[src/hw/rtl/itf_pkg.sv]
// shared types, constants and helpers of the integer to text formatter
`timescale 1ns / 1ps

package itf_pkg;

  localparam int ItfValueBits = 64;
  localparam int ItfMaxChars  = 64;
  localparam int ItfQueueDepth = 2;

  localparam int ValueW  = 64;
  localparam int RadixW  = 6;
  localparam int SizeW   = 7;
  localparam int FlagW   = 7;
  localparam int CharW   = 8;
  localparam int StatusW = 2;
  localparam int DigitW  = 6;
  localparam int CntW    = 8;

  localparam int FlagLeft   = 0;
  localparam int FlagPlus   = 1;
  localparam int FlagSpace  = 2;
  localparam int FlagPrefix = 3;
  localparam int FlagZero   = 4;
  localparam int FlagSigned = 5;
  localparam int FlagUpper  = 6;

  localparam logic [RadixW-1:0] MinRadix = 6'd2;
  localparam logic [RadixW-1:0] MaxRadix = 6'd36;
  localparam logic [RadixW-1:0] RadixOct = 6'd8;
  localparam logic [RadixW-1:0] RadixHex = 6'd16;

  localparam logic [CharW-1:0] ChNul    = 8'h00;
  localparam logic [CharW-1:0] ChSpace  = 8'h20;
  localparam logic [CharW-1:0] ChPlus   = 8'h2b;
  localparam logic [CharW-1:0] ChMinus  = 8'h2d;
  localparam logic [CharW-1:0] ChZero   = 8'h30;
  localparam logic [CharW-1:0] ChUpperA = 8'h41;
  localparam logic [CharW-1:0] ChLowerA = 8'h61;
  localparam logic [CharW-1:0] ChUpperX = 8'h58;
  localparam logic [CharW-1:0] ChLowerX = 8'h78;

  typedef enum logic [StatusW-1:0] {
    StatusOk       = 2'd0,
    StatusTrunc    = 2'd1,
    StatusBadRadix = 2'd2
  } itf_status_e;

  typedef enum logic [1:0] {
    SignNone,
    SignMinus,
    SignPlus,
    SignSpace
  } itf_sign_e;

  typedef enum logic [1:0] {
    PfxNone,
    PfxOct,
    PfxHex
  } itf_pfx_e;

  typedef struct packed {
    logic                   bad_radix;
    logic [ValueW-1:0]      mag;
    logic [RadixW-1:0]      radix;
    logic [SizeW-1:0]       text_width;
    logic [SizeW-1:0]       min_digits;
    logic                   left;
    logic                   zero_pad;
    logic                   upper;
    itf_sign_e              sign;
    itf_pfx_e               pfx;
  } itf_job_t;

  function automatic logic [CharW-1:0] digit_char(logic [DigitW-1:0] d, logic upper);
    logic [CharW-1:0] dc;
    dc = {2'b00, d};
    if (d < 6'd10) begin
      return ChZero + dc;
    end
    return (upper ? ChUpperA : ChLowerA) + dc - 8'd10;
  endfunction

  function automatic logic [CharW-1:0] sign_char(itf_sign_e s);
    logic [CharW-1:0] c;
    case (s)
      SignMinus: c = ChMinus;
      SignPlus:  c = ChPlus;
      default:   c = ChSpace;
    endcase
    return c;
  endfunction

endpackage

[src/hw/rtl/integer_to_text_formatter_core.sv]
// top level of the integer to text formatter
`timescale 1ns / 1ps

// Converts one integer per request into printf-style ASCII text, one
// character per output transfer.
// Input side is a queue: drive the request fields and raise push; the
// request is taken on a clock edge where push is high and full is low.
// Output side is a queue: while empty is low the oldest character sits on
// character_o/last_o/status_o and is taken on an edge with pop high.
// last_o marks the final character of a conversion; status_o is truncation
// on the final character when the text exceeds MAX_CHARS, or bad radix on
// the single character produced for a radix outside 2..36.
// Digits come from a shared divider that retires 8 quotient bits per cycle.
// A two-entry request queue lets new requests be taken while one converts.
// A stalled receiver holds the output register and stops the back end only.
// Reset empties both queues and returns the back end to idle.

module integer_to_text_formatter_core #(
  parameter int MAX_CHARS  = itf_pkg::ItfMaxChars,
  parameter int VALUE_BITS = itf_pkg::ItfValueBits
) (
  input  logic                        clk_i,
  input  logic                        rst_ni,
  input  logic                        push,
  output logic                        full,
  input  logic [itf_pkg::ValueW-1:0]  value_i,
  input  logic [itf_pkg::RadixW-1:0]  radix_i,
  input  logic [itf_pkg::SizeW-1:0]   text_width_i,
  input  logic [itf_pkg::SizeW-1:0]   min_digits_i,
  input  logic [itf_pkg::FlagW-1:0]   format_flags_i,
  output logic                        empty,
  input  logic                        pop,
  output logic [itf_pkg::CharW-1:0]   character_o,
  output logic                        last_o,
  output logic [itf_pkg::StatusW-1:0] status_o
);
  import itf_pkg::*;

  itf_job_t front_job;
  itf_job_t queued_job;
  logic     q_wr_en;
  logic     q_empty;
  logic     q_rd_en;

  assign q_wr_en = push & ~full;

  itf_front #(
    .VALUE_BITS (VALUE_BITS)
  ) u_front (
    .value_i        (value_i),
    .radix_i        (radix_i),
    .text_width_i   (text_width_i),
    .min_digits_i   (min_digits_i),
    .format_flags_i (format_flags_i),
    .job_o          (front_job)
  );

  itf_job_queue u_queue (
    .clk_i   (clk_i),
    .rst_ni  (rst_ni),
    .wr_en_i (q_wr_en),
    .job_i   (front_job),
    .full_o  (full),
    .rd_en_i (q_rd_en),
    .job_o   (queued_job),
    .empty_o (q_empty)
  );

  itf_back #(
    .VALUE_BITS (VALUE_BITS),
    .MAX_CHARS  (MAX_CHARS)
  ) u_back (
    .clk_i       (clk_i),
    .rst_ni      (rst_ni),
    .job_i       (queued_job),
    .job_valid_i (~q_empty),
    .job_pop_o   (q_rd_en),
    .character_o (character_o),
    .last_o      (last_o),
    .status_o    (status_o),
    .empty_o     (empty),
    .pop_i       (pop)
  );

endmodule

[src/hw/rtl/itf_front.sv]
// front end: masks, signs and classifies an incoming conversion request
`timescale 1ns / 1ps

module itf_front #(
  parameter int VALUE_BITS = itf_pkg::ItfValueBits
) (
  input  logic [itf_pkg::ValueW-1:0] value_i,
  input  logic [itf_pkg::RadixW-1:0] radix_i,
  input  logic [itf_pkg::SizeW-1:0]  text_width_i,
  input  logic [itf_pkg::SizeW-1:0]  min_digits_i,
  input  logic [itf_pkg::FlagW-1:0]  format_flags_i,
  output itf_pkg::itf_job_t          job_o
);
  import itf_pkg::*;

  localparam logic [ValueW-1:0] VMask = {ValueW{1'b1}} >> (ValueW - VALUE_BITS);

  logic [ValueW-1:0] raw;
  logic [ValueW-1:0] neg_raw;
  logic              is_signed;
  logic              neg;

  always_comb begin
    raw       = value_i & VMask;
    neg_raw   = (~raw + ValueW'(1)) & VMask;
    is_signed = format_flags_i[FlagSigned];
    neg       = is_signed & raw[VALUE_BITS-1];

    job_o.bad_radix   = (radix_i < MinRadix) || (radix_i > MaxRadix);
    job_o.mag         = neg ? neg_raw : raw;
    job_o.radix       = radix_i;
    job_o.text_width  = text_width_i;
    job_o.min_digits  = min_digits_i;
    job_o.left        = format_flags_i[FlagLeft];
    job_o.zero_pad    = format_flags_i[FlagZero] & ~format_flags_i[FlagLeft];
    job_o.upper       = format_flags_i[FlagUpper];

    if (neg) begin
      job_o.sign = SignMinus;
    end else if (is_signed && format_flags_i[FlagPlus]) begin
      job_o.sign = SignPlus;
    end else if (is_signed && format_flags_i[FlagSpace]) begin
      job_o.sign = SignSpace;
    end else begin
      job_o.sign = SignNone;
    end

    if (format_flags_i[FlagPrefix] && radix_i == RadixHex) begin
      job_o.pfx = PfxHex;
    end else if (format_flags_i[FlagPrefix] && radix_i == RadixOct) begin
      job_o.pfx = PfxOct;
    end else begin
      job_o.pfx = PfxNone;
    end
  end

endmodule

[src/hw/rtl/itf_job_queue.sv]
// short queue of classified requests between front end and back end
`timescale 1ns / 1ps

module itf_job_queue (
  input  logic              clk_i,
  input  logic              rst_ni,
  input  logic              wr_en_i,
  input  itf_pkg::itf_job_t job_i,
  output logic              full_o,
  input  logic              rd_en_i,
  output itf_pkg::itf_job_t job_o,
  output logic              empty_o
);
  import itf_pkg::*;

  localparam int Depth = ItfQueueDepth;
  localparam int PtrW  = (Depth > 1) ? $clog2(Depth) : 1;

  itf_job_t        mem_q [Depth];
  logic [PtrW-1:0] wr_ptr_q, wr_ptr_d;
  logic [PtrW-1:0] rd_ptr_q, rd_ptr_d;
  logic [PtrW:0]   count_q, count_d;

  assign full_o  = (count_q == (PtrW+1)'(Depth));
  assign empty_o = (count_q == '0);
  assign job_o   = mem_q[rd_ptr_q];

  always_comb begin
    wr_ptr_d = wr_ptr_q;
    rd_ptr_d = rd_ptr_q;
    count_d  = count_q;
    if (wr_en_i) begin
      wr_ptr_d = (wr_ptr_q == PtrW'(Depth - 1)) ? '0 : wr_ptr_q + PtrW'(1);
    end
    if (rd_en_i) begin
      rd_ptr_d = (rd_ptr_q == PtrW'(Depth - 1)) ? '0 : rd_ptr_q + PtrW'(1);
    end
    if (wr_en_i && !rd_en_i) begin
      count_d = count_q + (PtrW+1)'(1);
    end else if (!wr_en_i && rd_en_i) begin
      count_d = count_q - (PtrW+1)'(1);
    end
  end

  always_ff @(posedge clk_i or negedge rst_ni) begin
    if (!rst_ni) begin
      wr_ptr_q <= '0;
      rd_ptr_q <= '0;
      count_q  <= '0;
    end else begin
      wr_ptr_q <= wr_ptr_d;
      rd_ptr_q <= rd_ptr_d;
      count_q  <= count_d;
    end
  end

  always_ff @(posedge clk_i) begin
    if (wr_en_i) begin
      mem_q[wr_ptr_q] <= job_i;
    end
  end

endmodule

[src/hw/rtl/itf_back.sv]
// back end: digit extraction by iterative division, layout and character output
`timescale 1ns / 1ps

module itf_back #(
  parameter int VALUE_BITS = itf_pkg::ItfValueBits,
  parameter int MAX_CHARS  = itf_pkg::ItfMaxChars
) (
  input  logic                        clk_i,
  input  logic                        rst_ni,
  input  itf_pkg::itf_job_t           job_i,
  input  logic                        job_valid_i,
  output logic                        job_pop_o,
  output logic [itf_pkg::CharW-1:0]   character_o,
  output logic                        last_o,
  output logic [itf_pkg::StatusW-1:0] status_o,
  output logic                        empty_o,
  input  logic                        pop_i
);
  import itf_pkg::*;

  localparam int DivSteps = (VALUE_BITS + 7) / 8;
  localparam int DivW     = DivSteps * 8;
  localparam int StepW    = (DivSteps > 1) ? $clog2(DivSteps) : 1;
  localparam int NdW      = $clog2(VALUE_BITS + 1);
  localparam int PosW     = $clog2(MAX_CHARS + 1);

  typedef enum logic [2:0] {
    StIdle,
    StDiv,
    StSize,
    StBound,
    StLimit,
    StEmit
  } state_e;

  state_e               state_q, state_d;
  logic [StepW-1:0]     step_q, step_d;
  logic [NdW-1:0]       nd_q, nd_d;
  logic [PosW-1:0]      pos_q, pos_d;
  logic                 out_valid_q, out_valid_d;
  logic [CharW-1:0]     char_q, char_d;
  logic                 last_q, last_d;
  itf_status_e          status_q, status_d;

  itf_job_t             job_q, job_d;
  logic [DivW-1:0]      dv_q, dv_d;
  logic [DigitW-1:0]    rem_q, rem_d;
  logic [DigitW-1:0]    stk_q [VALUE_BITS];
  logic [CntW-1:0]      pad_q, pad_d;
  logic [CntW-1:0]      prec_q, prec_d;
  logic [CntW-1:0]      b1_q, b1_d, b2_q, b2_d, b3_q, b3_d, b5_q, b5_d, b6_q, b6_d;
  logic [CntW-1:0]      total_q, total_d;
  logic [PosW-1:0]      last_pos_q, last_pos_d;
  logic                 trunc_q, trunc_d;

  logic [DigitW-1:0]    r;
  logic [DigitW:0]      t;
  logic [7:0]           qbits;
  logic [DivW-1:0]      dv_next;

  logic [CntW-1:0]      nd_ext, mind_ext, prec, fixed, lead, zfill, trail;
  logic [CntW-1:0]      sg_len, pf_len;
  logic [CntW:0]        slack;
  logic [CntW-1:0]      pe;
  logic [CharW-1:0]     emit_char;
  logic                 emit_digit;
  logic                 is_last;
  logic                 can_load;
  logic                 stk_push, stk_pop;

  assign character_o = char_q;
  assign last_o      = last_q;
  assign status_o    = status_q;
  assign empty_o     = ~out_valid_q;
  assign can_load    = ~out_valid_q | pop_i;

  // eight restoring division steps per cycle
  always_comb begin
    r     = rem_q;
    t     = '0;
    qbits = '0;
    for (int i = 0; i < 8; i++) begin
      t = {r, dv_q[DivW-1-i]};
      if (t >= {1'b0, job_q.radix}) begin
        r            = DigitW'(t - {1'b0, job_q.radix});
        qbits[7-i]   = 1'b1;
      end else begin
        r = t[DigitW-1:0];
      end
    end
    dv_next = (dv_q << 8) | DivW'(qbits);
  end

  // layout arithmetic
  always_comb begin
    nd_ext   = CntW'(nd_q);
    mind_ext = CntW'(job_q.min_digits);
    prec     = (mind_ext > nd_ext) ? mind_ext : nd_ext;
    sg_len   = (job_q.sign != SignNone) ? CntW'(1) : '0;
    case (job_q.pfx)
      PfxHex:  pf_len = CntW'(2);
      PfxOct:  pf_len = CntW'(1);
      default: pf_len = '0;
    endcase
    fixed = sg_len + pf_len;
    slack = (CntW+1)'(job_q.text_width) - (CntW+1)'(fixed) - (CntW+1)'(prec);
    lead  = (!job_q.left && !job_q.zero_pad) ? pad_q : '0;
    zfill = job_q.zero_pad ? pad_q : '0;
    trail = job_q.left ? pad_q : '0;
  end

  // character at the current position
  always_comb begin
    pe         = CntW'(pos_q);
    emit_digit = 1'b0;
    if (pe < b1_q) begin
      emit_char = ChSpace;
    end else if (pe < b2_q) begin
      emit_char = sign_char(job_q.sign);
    end else if (pe < b3_q) begin
      emit_char = (pe == b2_q) ? ChZero : (job_q.upper ? ChUpperX : ChLowerX);
    end else if (pe < b5_q) begin
      emit_char = ChZero;
    end else if (pe < b6_q) begin
      emit_char  = digit_char(stk_q[0], job_q.upper);
      emit_digit = 1'b1;
    end else begin
      emit_char = ChSpace;
    end
    is_last = (pos_q == last_pos_q);
  end

  always_comb begin
    state_d     = state_q;
    step_d      = step_q;
    nd_d        = nd_q;
    pos_d       = pos_q;
    out_valid_d = out_valid_q;
    char_d      = char_q;
    last_d      = last_q;
    status_d    = status_q;
    job_d       = job_q;
    dv_d        = dv_q;
    rem_d       = rem_q;
    pad_d       = pad_q;
    prec_d      = prec_q;
    b1_d        = b1_q;
    b2_d        = b2_q;
    b3_d        = b3_q;
    b5_d        = b5_q;
    b6_d        = b6_q;
    total_d     = total_q;
    last_pos_d  = last_pos_q;
    trunc_d     = trunc_q;
    job_pop_o   = 1'b0;
    stk_push    = 1'b0;
    stk_pop     = 1'b0;

    if (pop_i && out_valid_q) begin
      out_valid_d = 1'b0;
    end

    unique case (state_q)
      StIdle: begin
        if (job_valid_i) begin
          if (job_i.bad_radix) begin
            if (can_load) begin
              job_pop_o   = 1'b1;
              out_valid_d = 1'b1;
              char_d      = ChNul;
              last_d      = 1'b1;
              status_d    = StatusBadRadix;
            end
          end else begin
            job_pop_o = 1'b1;
            job_d     = job_i;
            dv_d      = job_i.mag[DivW-1:0];
            rem_d     = '0;
            step_d    = '0;
            nd_d      = '0;
            state_d   = StDiv;
          end
        end
      end
      StDiv: begin
        dv_d   = dv_next;
        rem_d  = r;
        step_d = step_q + StepW'(1);
        if (step_q == StepW'(DivSteps - 1)) begin
          stk_push = 1'b1;
          nd_d     = nd_q + NdW'(1);
          rem_d    = '0;
          step_d   = '0;
          if (dv_next == '0) begin
            state_d = StSize;
          end
        end
      end
      StSize: begin
        prec_d  = prec;
        pad_d   = slack[CntW] ? '0 : slack[CntW-1:0];
        state_d = StBound;
      end
      StBound: begin
        b1_d    = lead;
        b2_d    = lead + sg_len;
        b3_d    = lead + fixed;
        b5_d    = lead + fixed + zfill + (prec_q - nd_ext);
        b6_d    = lead + fixed + zfill + prec_q;
        total_d = lead + fixed + zfill + prec_q + trail;
        state_d = StLimit;
      end
      StLimit: begin
        trunc_d    = (total_q > CntW'(MAX_CHARS));
        last_pos_d = (total_q > CntW'(MAX_CHARS)) ? PosW'(MAX_CHARS - 1)
                                                  : PosW'(total_q - CntW'(1));
        pos_d      = '0;
        state_d    = StEmit;
      end
      StEmit: begin
        if (can_load) begin
          out_valid_d = 1'b1;
          char_d      = emit_char;
          last_d      = is_last;
          status_d    = (is_last && trunc_q) ? StatusTrunc : StatusOk;
          stk_pop     = emit_digit;
          pos_d       = pos_q + PosW'(1);
          if (is_last) begin
            state_d = StIdle;
          end
        end
      end
      default: begin
        state_d = StIdle;
      end
    endcase
  end

  always_ff @(posedge clk_i or negedge rst_ni) begin
    if (!rst_ni) begin
      state_q     <= StIdle;
      step_q      <= '0;
      nd_q        <= '0;
      pos_q       <= '0;
      out_valid_q <= 1'b0;
      char_q      <= '0;
      last_q      <= 1'b0;
      status_q    <= StatusOk;
    end else begin
      state_q     <= state_d;
      step_q      <= step_d;
      nd_q        <= nd_d;
      pos_q       <= pos_d;
      out_valid_q <= out_valid_d;
      char_q      <= char_d;
      last_q      <= last_d;
      status_q    <= status_d;
    end
  end

  always_ff @(posedge clk_i) begin
    job_q      <= job_d;
    dv_q       <= dv_d;
    rem_q      <= rem_d;
    pad_q      <= pad_d;
    prec_q     <= prec_d;
    b1_q       <= b1_d;
    b2_q       <= b2_d;
    b3_q       <= b3_d;
    b5_q       <= b5_d;
    b6_q       <= b6_d;
    total_q    <= total_d;
    last_pos_q <= last_pos_d;
    trunc_q    <= trunc_d;
  end

  // digit stack, least significant digit pushed first
  always_ff @(posedge clk_i) begin
    if (stk_push) begin
      stk_q[0] <= r;
      for (int i = 1; i < VALUE_BITS; i++) begin
        stk_q[i] <= stk_q[i-1];
      end
    end else if (stk_pop) begin
      for (int i = 0; i < VALUE_BITS - 1; i++) begin
        stk_q[i] <= stk_q[i+1];
      end
    end
  end

endmodule

[config.mk]
export PLATFORM = sky130hd
export DESIGN_NAME = integer_to_text_formatter_core
export DESIGN_NICKNAME = d
export VERILOG_FILES = /design/src/hw/rtl/itf_pkg.sv /design/src/hw/rtl/integer_to_text_formatter_core.sv /design/src/hw/rtl/itf_front.sv /design/src/hw/rtl/itf_job_queue.sv /design/src/hw/rtl/itf_back.sv
export SDC_FILE = /design/constraint.sdc
export NUM_CORES = 2
export LEC_CHECK = 0
export BUFFER_PORTS_ARGS = -buffer_cell sky130_fd_sc_hd__buf_2
export CORE_MARGIN = 8
export CORE_UTILIZATION = 25
export DETAILED_ROUTE_END_ITERATION = 16
export RECOVER_POWER = 100
export SETUP_SLACK_MARGIN = 0.2
export SLEW_MARGIN = 20
export SYNTH_ARGS = -nofsm -noshare
export SYNTH_HDL_FRONTEND = slang
export SYNTH_SLANG_ARGS = --single-unit
[constraint.sdc]
create_clock -name clk_i -period 16.18 [get_ports clk_i]
set_input_delay 2.427 -clock clk_i [delete_from_list [all_inputs] [get_ports clk_i]]
set_output_delay 2.427 -clock clk_i [all_outputs]
set_load 0.01 [all_outputs]
==> results by group <==
Floorplanning
  • Ports: 108
  • Core area: 152,000 sq um
  • Initial Util: 0.252
  • Row cnt: 143
  • Die height: 408 um
  • Die width: 408 um
  • Die area: 166,000 sq um

Critical path
  • Worst path max stage delay: 0.49 ns
  • Worst setup SP type: flip-flop
  • CP required: 16.43 ns
  • CP endpoint kind: flip-flop
  • Worst EP arrival: 15.35 ns
  • CP max stage cell: edfxtp_1
  • Reg-to-reg endpoint: u_back.stk_q[0][2]
  • R2r setup slk: around 1.1 ns
  • CP Class: reg2reg
  • Crit-path most repeated cell: a21o_1
  • R2r worst-path depth: between 70 and 80
  • CP max FO: 8
  • R2R Path Start: u_back.rem_q[2]

Run status
  • Failing checks: max-capacitance violations, max-slew violations
  • Status: complete, but fails checks

Detailed routing
  • Drt drc: 0
  • First-pass detailed-route iteration total: 5
  • Iter 0 DRT Violations: around 1,700
  • WL final: 83.4 mm
  • Vias: 25,000
  • Routed wire per std cell: between 10 and 15 um
  • Post-route antenna net violation count: 0
  • Avg Vias per Cell: 4.36

Cells and area
  • Fillers: 15,800
  • Area grow syn2layout: 15.1%
  • Most common cell after layout, fill and taps aside: nand2_1
  • Final Cell Area: 44,100 sq um
  • Seq. cell area: 23,000 sq um
  • Finished Core Util: 0.290
  • Share of cells above drive strength 1: 0.0880
  • Most frequent cells in the layout: nand2_1, edfxtp_1, inv_1
  • Nets: 3,911
  • Footprint of the multi-input gates: 14,200 sq um

Hold path
  • Hold crit path type: reg2reg
  • Hold Crit Endpoint: u_back.stk_q[3][92]
  • Hold path start: u_back.stk_q[3][86]
  • Hold Path Depth: 0

STA
  • Hold Slack: 0.450 ns
  • Setup_tns: 0 ns
  • Slew margin rel.: -2.25
  • Clock Skew: 0.0406 ns
  • Final period utilization: 0.933
  • RSZ-0062 raised after global routing: false
  • Period minus WS final: 15.10 ns
  • Slew Limit Fails: around 1,400
  • Worst Tran Pin Value: 4.87 ns
  • Final setup viols: 0
  • Fmax: 66.2 MHz
  • Final Hold Vio Count: 0

Pwr
  • Leak: 0.0167 uW
  • Peak supply drop: 0.0743 mV
  • PwrDens: 100 nW/um^2

Clocking
  • TritonCTS clock tree: yes
  • Clk Latency, worst-skew pair: ~0.66 ns
  • CTS Sinks: 772
  • Inserted Clock Buffers: 87
  • Hold_buf cts: 0
  • H-tree levels: 3
  • Clock Tree Buf Depth: 3
  • CTS clk-pin slew, worst paths: 0.06 ns
  • Root buffer cell: clkbuf_16

Synth
  • Syn Area/Cell: 10.9 sq um
  • Synth Register Bits: 772
  • Syn Inst Count: 3,507
  • Post-Syn Area: 38,300 sq um
  • Most common flop cell mapped by yosys: edfxtp_1
  • Unique masters post-synth: 89
  • Number of flops mapped to enable cells by yosys: around 740
  • Yosys warns: 0
  • Share of flip-flops with an asynchronous set or reset: 0.0466
  • Register area share after synthesis: 0.600
  • Post-synth net total: 3,779

Place
  • Area post-placement: roughly 41,000 sq um
  • GP Congestion: 0.797
  • Final HPWL DP: 56.9 mm
  • PortBufs: 107

GRT
  • Initial antenna violation count: 5
  • Wire length of the first global-routing pass: 134 mm
  • Tot GR Track Use: 0.0967
  • Largest net degree at the start of global routing: between 150 and 200
  • Gr ovfl total: 0
  • Vias in the first global route: 24,700

Flow run
  • Max-cap violations: 21
[critical path, delay by kind of cell (launching register included)]
| family | cells | cell delay (ns) |
|---|---|---|
| AO/OA/AOI/OAI | 37 | 7.44 |
| adder cells (fa/ha/maj) | 8 | 2.44 |
| AND/OR/NAND/NOR | 17 | 2.22 |
| multiplexers | 4 | 1.24 |
| buffers and inverters | 6 | 0.86 |
| flip-flops | 1 | 0.49 |
[through the flow]
stage / worst slack, ns / cells / power [uW]
after CTS: 0.411 / 5732 / 4500
after global routing: 0.0659 / 5735 / 4590
after floorplan: 0.262 / 3507 / 2490
final: 1.08 / 5737 / 4430
after global placement: 0.808 / 5577 / 2560
after detailed placement: 0.467 / 5577 / 2570
[flip-flops by register name (all words and copies together), names as in the netlist, 2 cells and up]
| name | cells |
|---|---|
| u_back.stk_q | 384 |
| u_queue.mem_q | 184 |
| u_back.dv_q | 64 |
| u_back.job_q | 27 |
| u_back.b1_q | 8 |
| u_back.b2_q | 8 |
| u_back.b3_q | 8 |
| u_back.b5_q | 8 |
| u_back.b6_q | 8 |
| u_back.character_o | 8 |
| u_back.pad_q | 8 |
| u_back.total_q | 8 |
| u_back.last_pos_q | 7 |
| u_back.nd_q | 7 |
| u_back.pos_q | 7 |
| u_back.prec_q | 7 |
| u_back.rem_q | 6 |
| u_back.state_q | 3 |
| u_back.step_q | 3 |
| u_back.status_o | 2 |
| u_queue.count_q | 2 |
[synth_stat cells (5+ instances only)]
cell,count,area [sq um]
xnor2_1,97,850
nor4_1,22,138
o41ai_1,5,43.8
nand2_1,1254,4710
nor2b_1,33,206
nor3b_1,6,45.0
buf_1,14,52.6
xor2_1,58,508
edfxtp_1,736,22100
o21ai_1,7,35.0
nand4_1,10,62.6
o31ai_1,17,128
ha_1,154,1930
a21o_1,50,375
o21bai_1,18,135
o21ai_0,131,656
nand2b_1,30,188
inv_1,157,589
fa_1,23,460
o21a_1,12,90.1
or4_1,7,52.6
nor2_1,94,353
dfrtp_1,36,901
clkbuf_1,112,420
mux2i_1,76,761
a22o_1,5,43.8
nand3_1,28,140
or3_1,6,37.5
mux2_2,41,462
a21oi_1,103,515
nor3_1,26,130
a211oi_1,10,75.1
and2_1,26,163
and3_1,8,50.1
a31oi_1,8,50.1
[kinds of logic after synthesis]
family          Yosys count  share of synthesized area
xor+xnor                155                     0.0354
fa+ha+maj               177                     0.0623
compound gates          416                     0.0703
mux                     119                     0.0325
flops                   772                      0.600
simple gates           1578                      0.170
buf+inv                 290                     0.0293
[worst max-delay path by stage]
stage               cells after the start        startpoint            endpoint
floorplan                              76  u_back.job_q[22]  u_back.stk_q[0][1]
global route                           78   u_back.rem_q[2]  u_back.stk_q[0][2]
global placement                       77   u_back.rem_q[2]  u_back.stk_q[0][1]
detailed placement                     75   u_back.rem_q[2]  u_back.stk_q[0][1]
CTS                                    76   u_back.rem_q[2]  u_back.stk_q[0][1]
finish                                 72   u_back.rem_q[2]  u_back.stk_q[0][2]
[cell type report]
cell class / count / share of cell area
sequential: 772 / 0.522
multi-input combinational: 2445 / 0.323
tap: 2030 / 0.0576
clock buffer: 109 / 0.0526
timing repair buffer: 175 / 0.0217
inverter: 158 / 0.0135
clock inverter: 46 / 0.00970
antenna: 2 / 0.000114
[routing by layer]
metal  share of wire  track usage  vias up
met5         0.00026            0        -
met4           0.024       0.0283        4
met3           0.055       0.0234      137
met2            0.47        0.159      373
met1            0.45        0.127    12200
li1                -            -    12400
[power breakdown]
part / internal [uW] / switching [uW]
Sequential: 2320 / 24.6
Clock: 1090 / 816
Combinational: 48.5 / 129
[repair_timing]
| item | in CTS | in global routing |
|---|---|---|
| gates resized for setup | 0 | 21 |
| setup buffers | 0 | 3 |
| setup endpoints to repair | 0 | 15 |
(Power assumes the default switching activity.)
